$ cat config.mk
export PLATFORM = sky130hd
export DESIGN_NAME = rkf_arith
export DESIGN_NICKNAME = d
export VERILOG_FILES = /design/src/hdl/rkf_pkg.sv /design/src/hdl/rkf_arith.sv
export SDC_FILE = /design/constraint.sdc
export NUM_CORES = 2
export LEC_CHECK = 0
export ABC_AREA = 1
export BUFFER_PORTS_ARGS = -buffer_cell sky130_fd_sc_hd__buf_2
export CAP_MARGIN = 20
export CORE_ASPECT_RATIO = 1.4
export CORE_UTILIZATION = 55
export DETAILED_ROUTE_END_ITERATION = 12
export PLACE_DENSITY = 0.81
export SLEW_MARGIN = 20
export SYNTH_ARGS = -nofsm -noshare
export SYNTH_HDL_FRONTEND = slang
export SYNTH_SLANG_ARGS = --single-unit
$ cat constraint.sdc
create_clock -name clk -period 15.8 [get_ports clk]
set_input_delay 0.79 -clock clk [delete_from_list [all_inputs] [get_ports clk]]
set_output_delay 0.79 -clock clk [all_outputs]
set_load 0.01 [all_outputs]
$ cat src/hdl/rkf_pkg.sv
package rkf_pkg;

  // Default geometry limits
  localparam int DEF_MAX_WIDTH  = 1024;
  localparam int DEF_MAX_HEIGHT = 4096;

  // Field and register widths
  localparam int CH_W       = 8;
  localparam int PIX_W      = 3 * CH_W;
  localparam int KS_W       = 2;
  localparam int WIDTH_W    = 11;
  localparam int HEIGHT_W   = 13;
  localparam int CFG_IDX_W  = 3;
  localparam int CFG_DATA_W = 13;
  localparam int SUM_W      = 13;
  localparam int TAPS       = 9;

  // Register reset values
  localparam logic [WIDTH_W-1:0]  RST_IMAGE_WIDTH  = WIDTH_W'(1024);
  localparam logic [HEIGHT_W-1:0] RST_IMAGE_HEIGHT = HEIGHT_W'(4096);
  localparam logic [WIDTH_W-1:0]  RST_REGION_X_END = WIDTH_W'(1024);
  localparam logic [HEIGHT_W-1:0] RST_REGION_Y_END = HEIGHT_W'(4096);

  // Input item kinds
  localparam logic MODE_PIXEL = 1'b0;
  localparam logic MODE_FLUSH = 1'b1;

  // Output queue
  localparam int OUTQ_DEPTH = 8;
  localparam int OUTQ_AW    = 3;

  // Divide by 9 as multiply by reciprocal; exact for sums below 32768
  localparam int                RECIP_W     = 13;
  localparam logic [RECIP_W-1:0] BOX_RECIP  = RECIP_W'(7282);
  localparam int                BOX_SHIFT   = 16;
  localparam int                GAUSS_SHIFT = 4;
  localparam logic [CH_W-1:0]    CH_MAX     = 8'd255;

  typedef enum logic [KS_W-1:0] {
    KS_SHARPEN,
    KS_EDGE,
    KS_BOX,
    KS_GAUSS
  } kernel_t;

  typedef enum logic [CFG_IDX_W-1:0] {
    REG_KERNEL_SELECT,
    REG_IMAGE_WIDTH,
    REG_IMAGE_HEIGHT,
    REG_REGION_X_START,
    REG_REGION_X_END,
    REG_REGION_Y_START,
    REG_REGION_Y_END
  } reg_index_t;

  typedef logic [PIX_W-1:0] pixel_t;
  typedef pixel_t [TAPS-1:0] window_t;
  typedef logic [TAPS-1:0][CH_W-1:0] chan_win_t;
  typedef logic signed [SUM_W-1:0] sum_t;

  // Line store stage control
  typedef struct packed {
    logic push;
    logic emit;
    logic in_region;
  } stage_tag_t;

  // Arithmetic stage control
  typedef struct packed {
    logic valid;
    logic in_region;
  } result_tag_t;

  // Kernel weights, row-major, top-left first
  localparam logic signed [4:0] KERNEL_W [4][TAPS] = '{
    '{5'sd0,  -5'sd1, 5'sd0,  -5'sd1, 5'sd5, -5'sd1, 5'sd0,  -5'sd1, 5'sd0},
    '{-5'sd1, -5'sd1, -5'sd1, -5'sd1, 5'sd8, -5'sd1, -5'sd1, -5'sd1, -5'sd1},
    '{5'sd1,  5'sd1,  5'sd1,  5'sd1,  5'sd1, 5'sd1,  5'sd1,  5'sd1,  5'sd1},
    '{5'sd1,  5'sd2,  5'sd1,  5'sd2,  5'sd4, 5'sd2,  5'sd1,  5'sd2,  5'sd1}
  };

  // Weighted 3x3 sum of one channel
  function automatic sum_t conv_sum(input kernel_t ks, input chan_win_t px);
    sum_t acc;
    acc = '0;
    for (int k = 0; k < TAPS; k++) begin
      acc = acc + SUM_W'(KERNEL_W[ks][k]) * SUM_W'($signed({1'b0, px[k]}));
    end
    return acc;
  endfunction

  // Zero on negative, divide by the kernel's norm, limit to full scale
  function automatic logic [CH_W-1:0] scale_clamp(input kernel_t ks, input sum_t s);
    logic [SUM_W-2:0]         mag;
    logic [SUM_W-2+RECIP_W:0] prod;
    logic [SUM_W-2:0]         q;
    logic [CH_W-1:0]          res;
    mag  = s[SUM_W-2:0];
    prod = (SUM_W-1+RECIP_W)'(mag) * (SUM_W-1+RECIP_W)'(BOX_RECIP);
    case (ks)
      KS_BOX:   q = (SUM_W-1)'(prod >> BOX_SHIFT);
      KS_GAUSS: q = mag >> GAUSS_SHIFT;
      default:  q = mag;
    endcase
    if (s[SUM_W-1]) begin
      res = '0;
    end else if (q > (SUM_W-1)'(CH_MAX)) begin
      res = CH_MAX;
    end else begin
      res = q[CH_W-1:0];
    end
    return res;
  endfunction

endpackage

$ cat src/hdl/rkf_arith.sv
module rkf_arith (
  input  logic                 clk,
  input  logic                 rst,
  input  rkf_pkg::kernel_t     kernel_select,
  input  rkf_pkg::result_tag_t s2_tag,
  input  rkf_pkg::window_t     win,
  output logic                 res_valid,
  output rkf_pkg::pixel_t      res_pix,
  output logic                 res_filtered
);
  import rkf_pkg::*;

  chan_win_t red_w, green_w, blue_w;
  logic      s3_valid, s3_inside;
  sum_t      s3_red, s3_green, s3_blue;
  pixel_t    s3_ctr;

  // Split the window into channels
  always_comb begin
    for (int k = 0; k < TAPS; k++) begin
      red_w[k]   = win[k][3*CH_W-1:2*CH_W];
      green_w[k] = win[k][2*CH_W-1:CH_W];
      blue_w[k]  = win[k][CH_W-1:0];
    end
  end

  // Register weighted sums and the center pixel
  always_ff @(posedge clk) begin
    if (rst) begin
      s3_valid <= 1'b0;
    end else begin
      s3_valid <= s2_tag.valid;
    end
    s3_inside <= s2_tag.in_region;
    s3_red    <= conv_sum(kernel_select, red_w);
    s3_green  <= conv_sum(kernel_select, green_w);
    s3_blue   <= conv_sum(kernel_select, blue_w);
    s3_ctr    <= win[4];
  end

  // Normalize, or pass the original pixel outside the region
  assign res_valid    = s3_valid;
  assign res_filtered = s3_inside;
  assign res_pix      = s3_inside ? {scale_clamp(kernel_select, s3_red),
                                     scale_clamp(kernel_select, s3_green),
                                     scale_clamp(kernel_select, s3_blue)}
                                  : s3_ctr;

endmodule

==> run summary <==
status: completed
Setup CP Type: in2reg
RSZ-0062 raised after global routing: no
WL per Instance: 17.83 um
Clock Sinks: 65
Final period util: 59.12%
Final Critical Period: 9.342 ns
total wire length: 110.6 mm
Rel. slew slack: 30.64%
CP Launch Type: input port
FMAX: 107.0 MHz
M1 GR Usage: 37.34%
first-pass GRT wire length: 181.6 mm
Synth Area per Inst: 8.473 um^2
grt total ovfl: 0
Die Y: 331.3 um
Die Wd: 237.2 um
GR Layer Usage met2: 48.92%
initial antenna violation count: 14
maximum clock path buffer count: 2
Synthesis Warnings: 0
CTS root buf: clkbuf_16
Initial Util: 55.64%
synthesis-to-layout area growth: 6.050%
GR Layer Usage met3: 4.561%
max-slew violation count: 0
share of layout cells above drive strength 1: 5.872%
Nets: 7,041
antenna-violating nets left: 0
num rows: 120
Worst Hold Class: in2reg
CTS Hold Bufs: 0
Yosys reg bits: 65
EDFF count, synth: 0
DR vias: 31,940
crit path max fanout: 97
vias in the first global route: 35,550
Cells after Synth: 5,028
Synthesized Nets: 6,863
mapped cell area: 42,600 um^2
pin count of the biggest net entering global routing: 98
crit path DAT: 9.59 ns
slowest cell on the critical path: buf_6
postcts setup bufs: 0
Die Area: 78,590 um^2
Critical Path Most Common Cell: fa_1
total negative setup slack: 0 ns
FILL cells: 6,518
Main synth FF type: dfxtp_1
Top Usage Layer GRT: met2
final setup fails: 0
GP Congestion: 0.9674
DR iter-0 viols: 2,065
Worst Setup End Kind: flip-flop
first drt pass iteration count: 6
PostCTS Resize Cnt: 0
Slew @ Worst Pin: 1.040 ns
DR DRC count: 0
H-Tree Depth: 3
Fin. Hold Viols: 0
crit-path max cell delay: 0.60 ns
Max Cap Viol: 0
Critical Path RT: 16.05 ns
CTS buffer count: 9
area of the core: 76,570 um^2
Seq/Total Area, Yosys: 3.054%
I/O pin count: 248
ys async rst share: 0%
CTS tree: yes
synth unique cells: 38
IO Port Bufs: 247
Tot GR Track Use: 29.85%
vias per inst: 5.150
Reg clk slew, reported paths: 0.06 ns
dpl hpwl: 97.44 mm
## critical path, delay by kind of cell
kind / cells / cell delay [ns]
adder cells (fa/ha/maj): 11 / 5.16
XOR/XNOR: 1 / 0.14
AO/OA/AOI/OAI: 4 / 0.72
buffers and inverters: 10 / 2.16
AND/OR/NAND/NOR: 4 / 0.44
## registers in the layout, summed over array words and instances (netlist names)
name          flops
s3_ctr           24
s3_red           13
s3_green         13
s3_blue          13
res_valid         1
res_filtered      1
## routing by layer
metal	vias up	wire length, um	part of all wire, %
li1	14740	-	-
met1	15550	42390	38
met2	1311	52410	47
met3	338	8356	7.6
met4	2	7420	6.7
met5	-	11	0.0099
## layout make-up
class	count	area [um^2]	area share [%]
multi-input cells	3223	34800	77.03
inverters	1648	6186	13.69
repair buffers	259	1333	2.949
flip-flops and latches	65	1301	2.880
well taps	976	1221	2.703
clock buffers	10	229.0	0.5068
clock inverters	6	68.82	0.1523
diodes	15	37.54	0.08308
## synthesized netlist by cell type (3+ instances only)
library cell / number / area (um^2)
o41ai_1: 3 / 26.28
or2_2: 9 / 56.30
xor2_1: 49 / 429.2
nand3_1: 63 / 315.3
nand3b_1: 8 / 60.06
o21ai_0: 36 / 180.2
clkbuf_1: 74 / 277.8
ha_1: 628 / 7858
buf_1: 16 / 60.06
nor3_1: 10 / 50.05
dfxtp_1: 65 / 1301
xnor2_1: 50 / 437.9
a21o_1: 10 / 75.07
o21ai_1: 32 / 160.2
nand2_1: 617 / 2316
a31oi_1: 4 / 25.02
nor2_1: 559 / 2098
inv_1: 1637 / 6145
o21bai_1: 10 / 75.07
fa_1: 985 / 19720
or2_1: 3 / 18.77
xnor2_2: 4 / 65.06
a21oi_1: 111 / 555.5
inv_2: 11 / 41.29
o211ai_1: 3 / 22.52
and2_1: 4 / 25.02
nand4_1: 13 / 81.33
## per-stage QoR
stage	cell area (um^2)	hold slack, ns	setup slack (ns)	std cells	util, %
floorplan	42600	0.8177	6.885	5028	-
global placement	44840	0.8936	6.446	6171	58.56
detailed placement	44840	0.9007	6.250	6171	58.56
CTS	45140	0.5052	6.618	6187	58.95
global route	45170	0.5122	6.176	6199	58.99
finish	45180	0.5210	6.458	6202	59.00
## cells by family (layout without fill, tap and decap cells)
group / after synthesis / after routing / share of synthesized area [%]
buf+inv: 1740 / 1923 / 15.36
fa+ha+maj: 1613 / 1613 / 64.73
simple gates: 1294 / 1294 / 11.90
compound gates: 211 / 211 / 2.664
xor+xnor: 105 / 105 / 2.291
flops: 65 / 65 / 3.054
other cells: 0 / 15 / 0
## cells in the final DEF (no fill, tap or decap), types with 9 or more instances in the layout
cell       Yosys  final
inv_2         11     11
nand4_1       13     13
clkbuf_16      0      9
diode_2        0     15
buf_2          0    246
buf_4          1     12
inv_1       1637   1637
o21ai_0       36     36
dfxtp_1       65     65
o21bai_1      10     10
xnor2_1       50     50
nor3_1        10     10
ha_1         628    623
nand2_1      617    617
a21o_1        10     10
nand3_1       63     63
a21oi_1      111    111
fa_1         985    985
or2_2          9      9
nor2_1       559    558
o21ai_1       32     32
xor2_1        49     49
## worst paths after layout
path              cells after the start        startpoint  slack, ns            to
hold / removal                        1         s2_tag[0]       0.52  res_filtered
setup / recovery                     30  kernel_select[1]       6.46   s3_blue[11]
Power is not shown: default switching activity piles up to over one toggle a cycle in this logic, so the estimate is an artifact.
