## config.mk

```make
export PLATFORM = sky130hd
export DESIGN_NAME = rkf_ctrl
export DESIGN_NICKNAME = d
export VERILOG_FILES = /design/src/hdl/rkf_pkg.sv /design/src/hdl/rkf_ctrl.sv
export SDC_FILE = /design/constraint.sdc
export NUM_CORES = 1
export LEC_CHECK = 0
export BUFFER_PORTS_ARGS = -buffer_cell sky130_fd_sc_hd__buf_4
export CAP_MARGIN = 15
export CORE_ASPECT_RATIO = 0.6
export CORE_MARGIN = 2
export CORE_UTILIZATION = 25
export CTS_BUF_LIST = sky130_fd_sc_hd__clkbuf_8 sky130_fd_sc_hd__clkbuf_16
export CTS_CLUSTER_DIAMETER = 50
export DETAILED_ROUTE_END_ITERATION = 10
export PLACE_DENSITY = 0.41
export SETUP_SLACK_MARGIN = 0.4
export SYNTH_ARGS = -nofsm -noshare
export SYNTH_HDL_FRONTEND = slang
export SYNTH_SLANG_ARGS = --single-unit
```

## constraint.sdc

```tcl
create_clock -name clk -period 10.73 [get_ports clk]
set_input_delay 1.073 -clock clk [delete_from_list [all_inputs] [get_ports clk]]
set_output_delay 1.073 -clock clk [all_outputs]
set_load 0.1 [all_outputs]
```

## src/hdl/rkf_pkg.sv

```systemverilog
package rkf_pkg;

  // Default geometry limits
  localparam int DEF_MAX_WIDTH  = 1024;
  localparam int DEF_MAX_HEIGHT = 4096;

  // Field and register widths
  localparam int CH_W       = 8;
  localparam int PIX_W      = 3 * CH_W;
  localparam int KS_W       = 2;
  localparam int WIDTH_W    = 11;
  localparam int HEIGHT_W   = 13;
  localparam int CFG_IDX_W  = 3;
  localparam int CFG_DATA_W = 13;
  localparam int SUM_W      = 13;
  localparam int TAPS       = 9;

  // Register reset values
  localparam logic [WIDTH_W-1:0]  RST_IMAGE_WIDTH  = WIDTH_W'(1024);
  localparam logic [HEIGHT_W-1:0] RST_IMAGE_HEIGHT = HEIGHT_W'(4096);
  localparam logic [WIDTH_W-1:0]  RST_REGION_X_END = WIDTH_W'(1024);
  localparam logic [HEIGHT_W-1:0] RST_REGION_Y_END = HEIGHT_W'(4096);

  // Input item kinds
  localparam logic MODE_PIXEL = 1'b0;
  localparam logic MODE_FLUSH = 1'b1;

  // Output queue
  localparam int OUTQ_DEPTH = 8;
  localparam int OUTQ_AW    = 3;

  // Divide by 9 as multiply by reciprocal; exact for sums below 32768
  localparam int                RECIP_W     = 13;
  localparam logic [RECIP_W-1:0] BOX_RECIP  = RECIP_W'(7282);
  localparam int                BOX_SHIFT   = 16;
  localparam int                GAUSS_SHIFT = 4;
  localparam logic [CH_W-1:0]    CH_MAX     = 8'd255;

  typedef enum logic [KS_W-1:0] {
    KS_SHARPEN,
    KS_EDGE,
    KS_BOX,
    KS_GAUSS
  } kernel_t;

  typedef enum logic [CFG_IDX_W-1:0] {
    REG_KERNEL_SELECT,
    REG_IMAGE_WIDTH,
    REG_IMAGE_HEIGHT,
    REG_REGION_X_START,
    REG_REGION_X_END,
    REG_REGION_Y_START,
    REG_REGION_Y_END
  } reg_index_t;

  typedef logic [PIX_W-1:0] pixel_t;
  typedef pixel_t [TAPS-1:0] window_t;
  typedef logic [TAPS-1:0][CH_W-1:0] chan_win_t;
  typedef logic signed [SUM_W-1:0] sum_t;

  // Line store stage control
  typedef struct packed {
    logic push;
    logic emit;
    logic in_region;
  } stage_tag_t;

  // Arithmetic stage control
  typedef struct packed {
    logic valid;
    logic in_region;
  } result_tag_t;

  // Kernel weights, row-major, top-left first
  localparam logic signed [4:0] KERNEL_W [4][TAPS] = '{
    '{5'sd0,  -5'sd1, 5'sd0,  -5'sd1, 5'sd5, -5'sd1, 5'sd0,  -5'sd1, 5'sd0},
    '{-5'sd1, -5'sd1, -5'sd1, -5'sd1, 5'sd8, -5'sd1, -5'sd1, -5'sd1, -5'sd1},
    '{5'sd1,  5'sd1,  5'sd1,  5'sd1,  5'sd1, 5'sd1,  5'sd1,  5'sd1,  5'sd1},
    '{5'sd1,  5'sd2,  5'sd1,  5'sd2,  5'sd4, 5'sd2,  5'sd1,  5'sd2,  5'sd1}
  };

  // Weighted 3x3 sum of one channel
  function automatic sum_t conv_sum(input kernel_t ks, input chan_win_t px);
    sum_t acc;
    acc = '0;
    for (int k = 0; k < TAPS; k++) begin
      acc = acc + SUM_W'(KERNEL_W[ks][k]) * SUM_W'($signed({1'b0, px[k]}));
    end
    return acc;
  endfunction

  // Zero on negative, divide by the kernel's norm, limit to full scale
  function automatic logic [CH_W-1:0] scale_clamp(input kernel_t ks, input sum_t s);
    logic [SUM_W-2:0]         mag;
    logic [SUM_W-2+RECIP_W:0] prod;
    logic [SUM_W-2:0]         q;
    logic [CH_W-1:0]          res;
    mag  = s[SUM_W-2:0];
    prod = (SUM_W-1+RECIP_W)'(mag) * (SUM_W-1+RECIP_W)'(BOX_RECIP);
    case (ks)
      KS_BOX:   q = (SUM_W-1)'(prod >> BOX_SHIFT);
      KS_GAUSS: q = mag >> GAUSS_SHIFT;
      default:  q = mag;
    endcase
    if (s[SUM_W-1]) begin
      res = '0;
    end else if (q > (SUM_W-1)'(CH_MAX)) begin
      res = CH_MAX;
    end else begin
      res = q[CH_W-1:0];
    end
    return res;
  endfunction

endpackage

```

## src/hdl/rkf_ctrl.sv

```systemverilog
module rkf_ctrl #(
  parameter int MAX_WIDTH  = rkf_pkg::DEF_MAX_WIDTH,
  parameter int MAX_HEIGHT = rkf_pkg::DEF_MAX_HEIGHT
) (
  input  logic                             clk,
  input  logic                             rst,
  input  logic                             accept,
  input  logic                             mode,
  input  rkf_pkg::pixel_t                  pix_in,
  input  logic [rkf_pkg::WIDTH_W-1:0]      image_width,
  input  logic [rkf_pkg::HEIGHT_W-1:0]     image_height,
  input  logic [rkf_pkg::WIDTH_W-1:0]      region_x_start,
  input  logic [rkf_pkg::WIDTH_W-1:0]      region_x_end,
  input  logic [rkf_pkg::HEIGHT_W-1:0]     region_y_start,
  input  logic [rkf_pkg::HEIGHT_W-1:0]     region_y_end,
  output logic                             rd_en,
  output logic [$clog2(MAX_WIDTH)-1:0]     rd_addr,
  output rkf_pkg::stage_tag_t              s1_tag,
  output logic [$clog2(MAX_WIDTH)-1:0]     s1_addr,
  output rkf_pkg::pixel_t                  s1_pix
);
  import rkf_pkg::*;

  localparam int CW = $clog2(MAX_WIDTH);
  localparam int RW = $clog2(MAX_HEIGHT);
  localparam int XW = ((CW > WIDTH_W) ? CW : WIDTH_W) + 1;
  localparam int YW = ((RW > HEIGHT_W) ? RW : HEIGHT_W) + 1;
  localparam int PW = $clog2(MAX_WIDTH + 2);

  logic [CW-1:0] in_col, in_col_next, out_col, out_col_next;
  logic [RW-1:0] in_row, in_row_next, out_row, out_row_next;
  logic [PW-1:0] pend, pend_next;

  logic [XW-1:0] ew, xs, xe, lag, pend_x, in_c1, out_c1;
  logic [YW-1:0] eh, ys, ye, in_r1, out_r1;
  logic [CW-1:0] in_col_adv, out_col_adv;
  logic [RW-1:0] in_row_adv, out_row_adv;
  logic          is_pix, push, emit, in_region;

  // Effective frame size and clipped region
  always_comb begin
    if (image_width == '0) begin
      ew = XW'(1);
    end else if (XW'(image_width) > XW'(MAX_WIDTH)) begin
      ew = XW'(MAX_WIDTH);
    end else begin
      ew = XW'(image_width);
    end
    if (image_height == '0) begin
      eh = YW'(1);
    end else if (YW'(image_height) > YW'(MAX_HEIGHT)) begin
      eh = YW'(MAX_HEIGHT);
    end else begin
      eh = YW'(image_height);
    end
    xs = (region_x_start == '0) ? XW'(1) : XW'(region_x_start);
    xe = (XW'(region_x_end) >= ew) ? ew - XW'(1) : XW'(region_x_end);
    ys = (region_y_start == '0) ? YW'(1) : YW'(region_y_start);
    ye = (YW'(region_y_end) >= eh) ? eh - YW'(1) : YW'(region_y_end);
  end

  // Raster advance of the input and output positions
  always_comb begin
    in_c1       = XW'(in_col) + XW'(1);
    in_r1       = YW'(in_row) + YW'(1);
    in_col_adv  = (in_c1 >= ew) ? '0 : in_c1[CW-1:0];
    in_row_adv  = in_row;
    if (in_c1 >= ew) begin
      in_row_adv = (in_r1 >= eh) ? '0 : in_r1[RW-1:0];
    end
    out_c1      = XW'(out_col) + XW'(1);
    out_r1      = YW'(out_row) + YW'(1);
    out_col_adv = (out_c1 >= ew) ? '0 : out_c1[CW-1:0];
    out_row_adv = out_row;
    if (out_c1 >= ew) begin
      out_row_adv = (out_r1 >= eh) ? '0 : out_r1[RW-1:0];
    end
  end

  // Decide push and result for the item taken this cycle
  always_comb begin
    lag       = ew + XW'(1);
    pend_x    = XW'(pend);
    is_pix    = (mode == MODE_PIXEL);
    push      = accept && (is_pix || pend != '0);
    emit      = accept && (is_pix ? (pend_x >= lag) : (pend != '0));
    in_region = XW'(out_col) >= xs && XW'(out_col) < xe &&
                YW'(out_row) >= ys && YW'(out_row) < ye;

    in_col_next  = in_col;
    in_row_next  = in_row;
    out_col_next = out_col;
    out_row_next = out_row;
    pend_next    = pend;
    if (push) begin
      in_col_next = in_col_adv;
      in_row_next = in_row_adv;
    end
    if (emit) begin
      out_col_next = out_col_adv;
      out_row_next = out_row_adv;
    end
    if (accept && is_pix) begin
      pend_next = (pend_x >= lag) ? lag[PW-1:0] : pend + PW'(1);
    end else if (push) begin
      pend_next = pend - PW'(1);
      // last pending result leaves: realign input to output
      if (pend == PW'(1)) begin
        in_col_next = out_col_adv;
        in_row_next = out_row_adv;
      end
    end
  end

  assign rd_en   = push;
  assign rd_addr = in_col;

  // Hold positions and hand the item to the line store stage
  always_ff @(posedge clk) begin
    if (rst) begin
      in_col  <= '0;
      in_row  <= '0;
      out_col <= '0;
      out_row <= '0;
      pend    <= '0;
      s1_tag  <= '0;
    end else begin
      in_col  <= in_col_next;
      in_row  <= in_row_next;
      out_col <= out_col_next;
      out_row <= out_row_next;
      pend    <= pend_next;
      s1_tag  <= '{push: push, emit: emit, in_region: in_region};
    end
    s1_addr <= in_col;
    s1_pix  <= is_pix ? pix_in : '0;
  end

endmodule

```

==> impl_metrics.sql, run 1 <==
INSERT INTO impl_metrics (metric_group, metric, value, unit) VALUES
('floorplan', 'floorplan.core_area', '29700', 'µm²'),
('floorplan', 'die_width', '228', 'µm'),
('sta', 'max_clock_freq', '0.169', 'GHz'),
('placed_design', 'dp.final_hpwl', '20100', 'µm'),
('worst_setup_path', 'type_of_element_launching_the_critical_path', 'primary input', ''),
('worst_setup_path', 'timing.critical_path.cells', 'buf_4 > or3_1 > o41ai_1 > nand2_1 > ha_1 > a21oi_1 > nand2_1 > a41oi_1 > nor2_1 > buf_4 > nand3_1 > o21ai_0 > ha_1 > a211oi_1 > o21ai_0 > a2111oi_0 > o211a_1 > a311oi_1 > o21a_1 > a311oi_1', ''),
('worst_setup_path', 'endpoint_kind', 'flop', ''),
('pwr', 'clkPwrFrac', '27.5', '%'),
('placed_design', 'buffer_ports.inserted', '147', ''),
('finish', 'area_growth_syn_to_layout', '23.8', '%'),
('worst_setup_path', 'critical-path-slowest-cell', 'sky130_fd_sc_hd__o41ai_1', ''),
('worst_setup_path', 'timing.rr.start', 'out_row[2]$_SDFFE_PP0P_', ''),
('yosys', 'synthFlopType', 'sky130_fd_sc_hd__dfxtp_1', ''),
('yosys', 'synthesis.nets', '1148', ''),
('worst_setup_path', 'reg2reg_depth', '13', ''),
('pwr', 'peakVddDrop', '0.0000849', 'V'),
('floorplan', 'std_cell_rows', '49', ''),
('worst_hold_path', 'min_from', 'rd_addr[8]$_SDFF_PP0_', ''),
('clocking', 'tritoncts', 'yes', ''),
('global_routing', 'grt_util_all_layers', '16.4', '%'),
('clocking', 'cts_sinks', '80', ''),
('finish', 'layout.filler_cells', '3183', ''),
('yosys', 'synth.distinct_cells', '79', ''),
('yosys', 'yosysWarningCount', '0', ''),
('sta', 'rsz0062_at_grt', 'no', ''),
('global_routing', 'antenna_found_initial', '0', ''),
('yosys', 'syn_area', '7500', 'µm²'),
('yosys', 'yosys-top-cells-area', 'sky130_fd_sc_hd__dfxtp_1 (21%), sky130_fd_sc_hd__ha_1 (20%), sky130_fd_sc_hd__o21ai_0 (5.0%)', ''),
('global_routing', 'grt_overflow', '0', ''),
('clocking', 'cts_made_buffers', '9', ''),
('finish', 'ff_latch_area', '1600', 'µm²'),
('route', 'detailroute.via_count', '7292', ''),
('route', 'drt_iter0_drc', '595', ''),
('clocking', 'cts-resized-gates', '0', ''),
('pwr', 'internal_pwr_total', '0.807', 'mW'),
('clocking', 'clkLatencyLatePin', '370', 'ps'),
('pwr', 'power_density', '154', 'nW/µm²'),
('yosys', 'ys_async_sr_fraction', '0', '%'),
('worst_hold_path', 'hold_class', 'reg -> reg', ''),
('status', 'outcome', 'completed', ''),
('pwr', 'p_seq_share', '26.9', '%'),
('worst_setup_path', 'rr_endpoint', 'out_row[8]$_SDFFE_PP0P_', ''),
('pwr', 'power.switching', '0.626', 'mW'),
('sta', 'totalNegativeSetupSlack', '0', 'ps'),
('global_routing', 'grt_pass1_wl', '40500', 'µm'),
('placed_design', 'gp_congestion', '0.825', ''),
('sta', 'finalMaxSlewViolations', '0', ''),
('sta', 'timing.hold.ws', '420', 'ps'),
('route', 'drt-vias-per-instance', '5.00', ''),
('global_routing', 'grt_start_max_net_pins', '41', ''),
('yosys', 'synthesis.instances', '926', ''),
('yosys', 'postSynthRegisterBits', '80', ''),
('finish', 'num_antenna_cells', '0', ''),
('route', 'remaining_design_rule_violation_count', '0', ''),
('clocking', 'clock_slew_at_reported_path_ffs', '60', 'ps'),
('worst_setup_path', 'reg2reg_setup_slack', '6060', 'ps'),
('yosys', 'netlist.area_leader.share', '21.4', '%'),
('worst_setup_path', 'crit_fanout', '13', ''),
('yosys', 'synth.yosys.seq_area_share', '21.4', '%'),
('finish', 'post_route_cells_drive_above_1_share', '18.6', '%'),
('worst_setup_path', 'required', '11000', 'ps'),
('global_routing', 'grt_pass1_vias', '6841', ''),
('yosys', 'syn-mean-instance-area', '8.09', 'µm²'),
('worst_setup_path', 'worst_path_largest_cell_delay', '750', 'ps'),
('sta', 'timing_worst_slew_pin_value', '973', 'ps'),
('clocking', 'ctsRootBufferMaster', 'sky130_fd_sc_hd__clkbuf_16', ''),
('clocking', 'cts.path.max_buffers', '2', ''),
('yosys', 'post-synth-top-count-cell', 'sky130_fd_sc_hd__ha_1', ''),
('route', 'post_drt_wl_per_cell', '17.5', 'µm'),
('worst_setup_path', 'critPathCapture', 's1_tag[0]$_SDFF_PP0_', ''),
('sta', 'headroom_to_the_max_slew_limit', '34.8', '%');
-- cells in the final DEF (no fill, tap or decap), drive strengths merged, types with 4 or more instances in the layout --
master,synthesis,routed
a211o,4,4
o31ai,6,6
a31oi,10,10
bufinv,0,4
or2,4,4
nor3,26,26
dfxtp,80,80
nor3b,6,6
nor2b,31,31
xor2,24,24
mux2i,7,7
ha,122,122
xnor2,31,31
inv,45,47
mux2,6,6
o21a,6,6
nor2,37,37
nand3,50,50
o41ai,7,7
nand4,9,9
a221oi,6,6
o211ai,5,5
clkbuf,30,9
a21o,15,15
a32o,4,4
or3,14,14
or4,4,4
o22ai,8,8
nor4,7,7
o311ai,9,9
buf,12,153
o2111ai,8,8
nand2b,10,10
and3,25,25
nand2,69,69
a21oi,61,61
a211oi,8,8
o21ai,77,77
-- sequential cells by signal (all words and copies together) (netlist names) --
name and count:
out_row 12, rd_addr 10, s1_tag 3, s1_pix 24, pend 11, s1_addr 10
out_col 10
-- power by group through the flow --
stage               Clock (mW)  Combinational (mW)  Sequential [mW]
finish                   0.394               0.653            0.385
global placement             0               0.653            0.391
detailed placement           0               0.650            0.391
floorplan                    0               0.369            0.505
global route             0.419               0.716            0.391
CTS                      0.408               0.653            0.384
-- cell families (layout without fill, tap and decap cells) --
| kind of cell | count (synthesis) | after routing | synth area share [%] |
|---|---|---|---|
| AO/OA/AOI/OAI | 259 | 259 | 22.4 |
| XOR/XNOR | 55 | 55 | 6.43 |
| adder cells (fa/ha/maj) | 122 | 122 | 20.4 |
| buffers and inverters | 89 | 214 | 5.59 |
| flip-flops | 80 | 80 | 21.4 |
| multiplexers | 13 | 13 | 1.84 |
| AND/OR/NAND/NOR | 308 | 308 | 22.0 |
-- final cells by class --
class / count / share of cell area [%]
tap: 408 / 5.50
sequential: 80 / 17.3
timing repair buffer: 153 / 12.4
multi-input combinational: 757 / 59.1
inverter: 46 / 1.86
clock buffer: 9 / 2.43
clock inverter: 6 / 1.51
-- metrics by stage --
step                cell area, µm²  setup WS (ps)  utilization [%]  power (mW)  instances
floorplan                     7500           5470                -       0.874        926
detailed placement            8910           4480             30.0        1.04       1443
finish                        9280           4820             31.2        1.43       1459
global placement              8910           4690             30.0        1.04       1443
CTS                           9270           4860             31.2        1.44       1458
global route                  9280           4360             31.2        1.53       1459
-- worst min-delay path by stage --
stage | end | slack (ps) | depth (start not counted)
final | s1_addr[8]$_DFF_P_ | 420 | 0
after global routing | s1_addr[8]$_DFF_P_ | 440 | 0
after CTS | s1_addr[8]$_DFF_P_ | 420 | 0
after detailed placement | s1_addr[8]$_DFF_P_ | 410 | 0
after global placement | s1_addr[4]$_DFF_P_ | 410 | 0
after floorplan | out_col[9]$_SDFFE_PP0P_ | 500 | 2
-- metal layers --
layer | share of wire (%) | up-vias | track usage, %
met2 | 37 | 199 | 21.1
met5 | 0 | - | 0
met1 | 55 | 3376 | 26.9
met4 | 0.69 | 0 | 2.75
met3 | 6.8 | 14 | 3.89
li1 | - | 3703 | -
-- worst max-delay path, delay by kind of cell --
family,cells,cell delay [ps]
adders and majority gates,2,560
and+or+nand+nor,5,1040
AOI/OAI and AO/OA,11,3130
buffers and inverters,2,360
Note: power is estimated with default switching activity, not from simulation.
==> inputs of run 2 (changes only) <==
--- a/config.mk
+++ b/config.mk
@@ -5,6 +5,7 @@
 export SDC_FILE = /design/constraint.sdc
 export NUM_CORES = 1
 export LEC_CHECK = 0
+export ABC_AREA = 1
 export BUFFER_PORTS_ARGS = -buffer_cell sky130_fd_sc_hd__buf_4
 export CAP_MARGIN = 15
 export CORE_ASPECT_RATIO = 0.6
==> constraint.sdc (replaced) <==
create_clock -name clk -period 5.85 [get_ports clk]
set_input_delay 0.585 -clock clk [delete_from_list [all_inputs] [get_ports clk]]
set_output_delay 0.585 -clock clk [all_outputs]
set_load 0.1 [all_outputs]
==> impl_metrics.sql, run 2 <==
INSERT INTO impl_metrics (metric_group, metric, value, unit) VALUES
('status', 'outcome', 'completed', ''),
('yosys', 'synthesis.nets', '1404', ''),
('worst_setup_path', 'critical_path_class', 'in -> reg', ''),
('route', 'final_antenna_net_count', '0', ''),
('sta', 'hold_viol_final', '0', ''),
('clocking', 'cts-resized-gates', '0', ''),
('worst_setup_path', 'required', '6110', 'ps'),
('global_routing', 'grt_pass1_wl', '42900', 'µm'),
('worst_setup_path', 'timing.critical_path.arrival', '5130', 'ps'),
('clocking', 'tritoncts', 'yes', ''),
('clocking', 'cts_sinks', '80', ''),
('pwr', 'power_density', '215', 'nW/µm²'),
('pwr', 'internal_pwr_total', '1.22', 'mW'),
('sta', 'fin_skew', '8.11', 'ps'),
('pwr', 'power_switching_share', '40.9', '%'),
('yosys', 'yosysWarningCount', '0', ''),
('yosys', 'cell_taking_the_most_area_after_synthesis', 'sky130_fd_sc_hd__dfxtp_1', ''),
('yosys', 'synthTopCellsByCount', 'sky130_fd_sc_hd__nand2_1 (227), sky130_fd_sc_hd__inv_1 (171), sky130_fd_sc_hd__nor2_1 (162)', ''),
('job', 'drv.max_cap_violation_count', '0', ''),
('placed_design', 'gp_congestion', '0.818', ''),
('yosys', 'syn-mean-instance-area', '6.54', 'µm²'),
('global_routing', 'grt_pass1_vias', '7175', ''),
('worst_setup_path', 'type_of_element_launching_the_critical_path', 'primary input', ''),
('sta', 'max_clock_freq', '0.205', 'GHz'),
('pwr', 'power.leakage', '4.96', 'nW'),
('route', 'drt_pre_antenna_iters', '5', ''),
('yosys', 'synth_enable_flop_cells', '0', ''),
('sta', 'period_needed', '4880', 'ps'),
('yosys', 'post-synth-top-count-cell', 'sky130_fd_sc_hd__nand2_1', ''),
('sta', 'timing_worst_slew_pin_value', '814', 'ps'),
('clocking', 'clock_slew_at_reported_path_ffs', '70', 'ps'),
('yosys', 'syn_area', '7730', 'µm²'),
('yosys', 'yosys-top-cells-area', 'sky130_fd_sc_hd__dfxtp_1 (21%), sky130_fd_sc_hd__ha_1 (20%), sky130_fd_sc_hd__nand2_1 (11%)', ''),
('floorplan', 'design.die.area', '32400', 'µm²'),
('floorplan', 'initial_utilization', '25.6', '%'),
('pwr', 'power.share.combinational', '38.1', '%'),
('yosys', 'synth.distinct_cells', '46', ''),
('floorplan', 'std_cell_rows', '49', ''),
('global_routing', 'grt_util_all_layers', '17.1', '%'),
('finish', 'regMostFlops', 's1_pix', ''),
('route', 'drt_iter0_drc', '604', ''),
('sta', 'setup_violations', '0', ''),
('sta', 'rsz0062_at_grt', 'no', ''),
('worst_hold_path', 'hold_class', 'reg -> reg', ''),
('global_routing', 'grt_start_max_net_pins', '31', ''),
('floorplan', 'floorplan.core_area', '30200', 'µm²'),
('global_routing', 'grt_overflow', '0', ''),
('clocking', 'cts.path.max_buffers', '2', ''),
('floorplan', 'die_h', '140', 'µm'),
('finish', 'post_layout_util', '31.7', '%'),
('placed_design', 'dp.final_hpwl', '23300', 'µm'),
('route', 'remaining_design_rule_violation_count', '0', ''),
('yosys', 'synthFlopType', 'sky130_fd_sc_hd__dfxtp_1', ''),
('yosys', 'synth.yosys.seq_area_share', '20.7', '%'),
('route', 'detailroute.via_count', '7897', ''),
('finish', 'post_route_cells_drive_above_1_share', '14.5', '%'),
('global_routing', 'antenna_found_initial', '0', ''),
('worst_setup_path', 'endpoint_kind', 'flop', ''),
('sta', 'finalMaxSlewViolations', '0', ''),
('floorplan', 'die_width', '231', 'µm'),
('clocking', 'post-cts-setup-buffers', '0', ''),
('pwr', 'peakVddDrop', '0.000138', 'V'),
('route', 'post_drt_wl_per_cell', '16.1', 'µm'),
('route', 'detail_route.wirelength', '27800', 'µm'),
('sta', 'setup_slack', '973', 'ps'),
('worst_setup_path', 'crit_fanout', '23', ''),
('finish', 'final_nets', '1538', ''),
('pwr', 'p_seq_share', '30.4', '%'),
('pwr', 'power.switching', '0.844', 'mW'),
('yosys', 'synthesis.instances', '1182', ''),
('clocking', 'postCtsHoldBufs', '0', ''),
('yosys', 'postSynthRegisterBits', '80', ''),
('placed_design', 'dp_slack', '676', 'ps'),
('sta', 'headroom_to_the_max_slew_limit', '45.0', '%'),
('finish', 'most_frequent_standard_cell_in_the_layout_excluding_fill_and_tap_cells', 'sky130_fd_sc_hd__nand2_1', ''),
('sta', 'totalNegativeSetupSlack', '0', 'ps'),
('finish', 'num_antenna_cells', '0', ''),
('clocking', 'clkLatencyLatePin', '340', 'ps'),
('finish', 'largest_register_ff_count', '24', ''),
('finish', 'layout.cells.most_common_list', 'sky130_fd_sc_hd__nand2_1 (227), sky130_fd_sc_hd__inv_1 (171), sky130_fd_sc_hd__nor2_1 (162)', ''),
('sta', 'post_route_clock_period_utilization', '83.4', '%'),
('placed_design', 'buffer_ports.inserted', '147', ''),
('yosys', 'netlist.area_leader.share', '20.7', '%'),
('clocking', 'cts_made_buffers', '9', ''),
('clocking', 'ctsRootBufferMaster', 'sky130_fd_sc_hd__clkbuf_16', ''),
('floorplan', 'io-pin-count', '148', ''),
('finish', 'area_growth_syn_to_layout', '24.0', '%'),
('clocking', 'max_h_tree_level', '3', ''),
('yosys', 'ys_async_sr_fraction', '0', '%'),
('pwr', 'clkPwrFrac', '31.5', '%'),
('route', 'drt-vias-per-instance', '4.57', ''),
('finish', 'top_regs', 's1_pix (24), out_row (12), pend (11)', '');
## run 2: cell count changes after synthesis, sizes merged, moves of 13 or more
cell / previous run / this run
o21ai: 77 / 90
xnor2: 31 / 9
or3: 14 / 0
and3: 25 / 3
xor2: 24 / 37
clkbuf: 30 / 17
nor2: 37 / 168
nand3: 50 / 63
nand2: 69 / 231
inv: 45 / 175
nor2b: 31 / 0
## run 2: path summary, 6_finish.rpt
path	endpoint	start	cells past startpoint	slack, ps
setup reg to reg	out_row[1]$_SDFFE_PP0P_	out_col[2]$_SDFFE_PP0P_	13	1910
hold / removal	s1_addr[8]$_DFF_P_	rd_addr[8]$_SDFF_PP0_	0	380
hold reg to reg	s1_addr[8]$_DFF_P_	rd_addr[8]$_SDFF_PP0_	0	380
setup / recovery	out_row[1]$_SDFFE_PP0P_	image_width[6]	21	970
## run 2: cell families (layout without fill, tap and decap cells)
kind of cell / count (synthesis) / count (layout) / synth area share (%)
AND/OR/NAND/NOR: 528 / 528 / 29.3
buffers and inverters: 205 / 344 / 10.2
AO/OA/AOI/OAI: 201 / 201 / 14.8
adder cells (fa/ha/maj): 122 / 122 / 19.7
flip-flops: 80 / 80 / 20.7
XOR/XNOR: 46 / 46 / 5.31
## run 2: stage by stage
| stage | instance area (µm²) | cells | hold slack (ps) | total power, mW |
|---|---|---|---|---|
| finish | 9590 | 1729 | 379 | 2.06 |
| global route | 9590 | 1729 | 391 | 2.20 |
| CTS | 9590 | 1729 | 380 | 2.08 |
| detailed placement | 9260 | 1713 | 372 | 1.42 |
| global placement | 9260 | 1713 | 364 | 1.42 |
| floorplan | 7730 | 1182 | 482 | 1.16 |
## run 2: area by class of cell
type | count | area (µm²)
Clock buffer | 9 | 225
Clock inverter | 7 | 108
Inverter | 177 | 666
Tap cell | 408 | 510
Timing Repair Buffer | 151 | 1130
Sequential cell | 80 | 1600
Fill cell | 3358 | 20600
Multi-Input combinational cell | 897 | 5350
## run 2: per-layer routing
layer	track usage, %	part of all wire, %	vias up
met5	0	0	-
met4	1.63	0.26	0
met3	2.28	4.8	5
met1	30.6	61	3559
li1	-	-	4150
met2	20.4	34	183
## run 2: worst max-delay path, stage by stage
cell                       delay, ps
sky130_fd_sc_hd__buf_4           120
sky130_fd_sc_hd__nor2_1          120
sky130_fd_sc_hd__nand2_1         100
sky130_fd_sc_hd__o21ai_4         290
sky130_fd_sc_hd__nand2_1         230
sky130_fd_sc_hd__inv_1           250
sky130_fd_sc_hd__ha_1            230
sky130_fd_sc_hd__inv_1            60
sky130_fd_sc_hd__nor2_2          150
sky130_fd_sc_hd__nand2_1          90
sky130_fd_sc_hd__nor2_1          120
sky130_fd_sc_hd__nand2_1         100
sky130_fd_sc_hd__o21ai_2         190
sky130_fd_sc_hd__inv_1            70
sky130_fd_sc_hd__ha_1            280
sky130_fd_sc_hd__and3_1          220
sky130_fd_sc_hd__a221oi_1        410
sky130_fd_sc_hd__nand4_1         440
sky130_fd_sc_hd__nand3_1         720
sky130_fd_sc_hd__o21ai_0         170
sky130_fd_sc_hd__a21oi_1         150
## run 2: power groups by stage
| stage | registers (mW) | clock network [mW] | logic [mW] |
|---|---|---|---|
| CTS | 0.626 | 0.669 | 0.782 |
| global route | 0.632 | 0.690 | 0.878 |
| finish | 0.627 | 0.650 | 0.787 |
| global placement | 0.639 | 0 | 0.780 |
| detailed placement | 0.639 | 0 | 0.778 |
| floorplan | 0.737 | 0 | 0.425 |
==> inputs of run 3 (changes only) <==
--- a/config.mk
+++ b/config.mk
@@ -14,7 +14,7 @@
 export CTS_BUF_LIST = sky130_fd_sc_hd__clkbuf_8 sky130_fd_sc_hd__clkbuf_16
 export CTS_CLUSTER_DIAMETER = 50
 export DETAILED_ROUTE_END_ITERATION = 10
-export PLACE_DENSITY = 0.41
+export PLACE_DENSITY = 0.43
 export SETUP_SLACK_MARGIN = 0.4
 export SYNTH_ARGS = -nofsm -noshare
 export SYNTH_HDL_FRONTEND = slang
==> constraint.sdc (replaced) <==
create_clock -name clk -period 3.9 [get_ports clk]
set_input_delay 0.39 -clock clk [delete_from_list [all_inputs] [get_ports clk]]
set_output_delay 0.39 -clock clk [all_outputs]
set_load 0.1 [all_outputs]
==> impl_metrics.sql, run 3 (synthesized netlist as in run 2, its figures left out) <==
INSERT INTO impl_metrics (metric_group, metric, value, unit) VALUES
('status', 'outcome', 'completed', ''),
('worst_hold_path', 'hold-path-endpoint', 's1_pix[4]$_SDFF_PP0_', ''),
('sta', 'finalMaxSlewViolations', '0', ''),
('floorplan', 'std_cell_rows', '49', ''),
('sta', 'hold_viol_final', '0', ''),
('global_routing', 'grt_pass1_vias', '7346', ''),
('global_routing', 'grt_overflow', '0', ''),
('sta', 'setup_violations', '0', ''),
('route', 'detailroute.via_count', '8309', ''),
('placed_design', 'place_area', '9690', 'µm²'),
('route', 'drt_iter0_drc', '579', ''),
('finish', 'top_regs', 's1_pix (24), out_row (12), pend (11)', ''),
('route', 'drt-vias-per-instance', '4.61', ''),
('clocking', 'cts.path.max_buffers', '2', ''),
('clocking', 'max_h_tree_level', '3', ''),
('sta', 'period_needed', '3340', 'ps'),
('finish', 'ff_latch_area', '1600', 'µm²'),
('worst_setup_path', 'timing.rr.start', 'out_col[1]$_SDFFE_PP0P_', ''),
('finish', 'layout.filler_cells', '3306', ''),
('placed_design', 'dp.final_hpwl', '23900', 'µm'),
('pwr', 'peakVddDrop', '0.000167', 'V'),
('finish', 'most_frequent_standard_cell_in_the_layout_excluding_fill_and_tap_cells', 'sky130_fd_sc_hd__buf_4', ''),
('clocking', 'ctsRootBufferMaster', 'sky130_fd_sc_hd__clkbuf_16', ''),
('worst_setup_path', 'worst_path_largest_cell_delay', '300', 'ps'),
('finish', 'regMostFlops', 's1_pix', ''),
('worst_setup_path', 'required', '4190', 'ps'),
('worst_hold_path', 'hold_class', 'in -> reg', ''),
('worst_setup_path', 'critical-path-slowest-cell', 'sky130_fd_sc_hd__ha_1', ''),
('floorplan', 'floorplan.core_area', '30200', 'µm²'),
('finish', 'post_route_cells_drive_above_1_share', '24.3', '%'),
('sta', 'timing_worst_slew_pin_value', '811', 'ps'),
('floorplan', 'initial_utilization', '25.6', '%'),
('sta', 'fin_skew', '12.7', 'ps'),
('placed_design', 'gp_congestion', '0.860', ''),
('worst_setup_path', 'critical_path_most_common_cell', 'sky130_fd_sc_hd__nand2_1', ''),
('clocking', 'tritoncts', 'yes', ''),
('clocking', 'clock_slew_at_reported_path_ffs', '80', 'ps'),
('finish', 'area_growth_syn_to_layout', '37.5', '%'),
('worst_setup_path', 'worst-path-buf-inv', '5', ''),
('placed_design', 'dp.cells', '1764', ''),
('worst_setup_path', 'reg2reg_setup_slack', '650', 'ps'),
('finish', 'final_nets', '1611', ''),
('worst_hold_path', 'timing.hold.worst_path_depth', '3', ''),
('job', 'drv.max_cap_violation_count', '0', ''),
('finish', 'final_cell_area_excluding_filler_cells', '10600', 'µm²'),
('global_routing', 'grt_start_max_net_pins', '29', ''),
('worst_setup_path', 'timing.critical_path.from', 'image_height[0]', ''),
('worst_setup_path', 'rr_endpoint', 'rd_addr[8]$_SDFF_PP0_', ''),
('global_routing', 'grt_pass1_wl', '42900', 'µm'),
('sta', 'headroom_to_the_max_slew_limit', '45.9', '%'),
('pwr', 'power_density', '301', 'nW/µm²'),
('sta', 'totalNegativeSetupSlack', '0', 'ps'),
('finish', 'post_layout_nonfiller_instances', '1802', ''),
('sta', 'timing.hold.ws', '241', 'ps'),
('finish', 'num_antenna_cells', '0', ''),
('route', 'final_antenna_net_count', '0', ''),
('clocking', 'clkLatencyLatePin', '350', 'ps'),
('placed_design', 'buffer_ports.inserted', '147', ''),
('sta', 'post_route_clock_period_utilization', '85.6', '%'),
('route', 'drt_pre_antenna_iters', '5', ''),
('sta', 'max_clock_freq', '0.299', 'GHz'),
('clocking', 'cts_sinks', '80', ''),
('floorplan', 'io-pin-count', '148', ''),
('finish', 'multi_input_area', '5750', 'µm²'),
('finish', 'post_layout_util', '35.2', '%'),
('pwr', 'power.leakage', '5.40', 'nW'),
('route', 'remaining_design_rule_violation_count', '0', ''),
('route', 'detail_route.wirelength', '28900', 'µm'),
('floorplan', 'design.die.area', '32400', 'µm²'),
('worst_setup_path', 'critical_path_class', 'in -> reg', ''),
('route', 'post_drt_wl_per_cell', '16.1', 'µm'),
('worst_setup_path', 'crit_fanout', '8', ''),
('worst_setup_path', 'type_of_element_launching_the_critical_path', 'primary input', ''),
('worst_setup_path', 'cpLargestDelayFamily', 'simple AND/OR/NAND/NOR gates', ''),
('global_routing', 'antenna_found_initial', '0', ''),
('worst_setup_path', 'reg2reg_depth', '14', ''),
('finish', 'layout.cells.most_common_list', 'sky130_fd_sc_hd__buf_4 (213), sky130_fd_sc_hd__nand2_1 (211), sky130_fd_sc_hd__inv_1 (164)', ''),
('worst_hold_path', 'min_from', 'pix_in[4]', ''),
('worst_setup_path', 'endpoint_kind', 'flop', ''),
('clocking', 'cts_made_buffers', '9', ''),
('clocking', 'postCtsHoldBufs', '0', ''),
('floorplan', 'die_h', '140', 'µm'),
('sta', 'rsz0062_at_grt', 'yes', ''),
('worst_setup_path', 'timing.critical_path.arrival', '3630', 'ps'),
('floorplan', 'die_width', '231', 'µm'),
('global_routing', 'grt_util_all_layers', '17.3', '%'),
('finish', 'largest_register_ff_count', '24', '');
[run 3: cell type report]
type / instances / area share [%]
clock buffers: 9 / 2.12
clock inverters: 7 / 0.812
inverters: 177 / 6.29
multi-input cells: 897 / 54.1
flip-flops and latches: 80 / 15.1
well taps: 408 / 4.80
repair buffers: 224 / 16.8
[run 3: metrics by stage]
step	setup WS, ps	total power, mW
after floorplan	419	1.75
after global placement	-11.4	2.18
after detailed placement	-28.4	2.18
after CTS	363	3.12
after global routing	334	3.42
final	560	3.21
[run 3: worst max path at each step]
stage / endpoint / slack (ps) / depth (start not counted)
floorplan: out_row[2]$_SDFFE_PP0P_ / 420 / 22
global placement: out_col[2]$_SDFFE_PP0P_ / -10 / 22
detailed placement: s1_tag[0]$_SDFF_PP0_ / -30 / 25
CTS: s1_tag[0]$_SDFF_PP0_ / 360 / 28
global route: s1_tag[0]$_SDFF_PP0_ / 330 / 27
finish: s1_tag[0]$_SDFF_PP0_ / 560 / 27
[run 3: repair_timing]
action                     CTS  global route
setup buffers                1            17
cloned                       0             4
resized for setup            2           108
pin swaps                    1            32
hold endpoints to repair     0             0
setup endpoints to repair   19            45
[run 3: power breakdown]
part | leakage (nW) | switching [mW] | total [mW] | internal (mW)
clock | 0.150 | 0.400 | 0.912 | 0.512
sequential | 0.658 | 0.0740 | 0.945 | 0.871
combinational | 4.59 | 0.850 | 1.35 | 0.500
[run 3: per-layer routing]
metal	global-route usage [%]	vias to the layer above	wire length, µm
met1	31.5	3808	18000
met4	2.04	0	82
met5	0	-	0
li1	-	4308	-
met2	19.6	189	9380
met3	2.50	4	1480
[run 3: worst min-delay path, delay by kind of cell]
family / cells / cell delay, ps
buffers and inverters: 2 / 110
AND/OR/NAND/NOR: 1 / 60
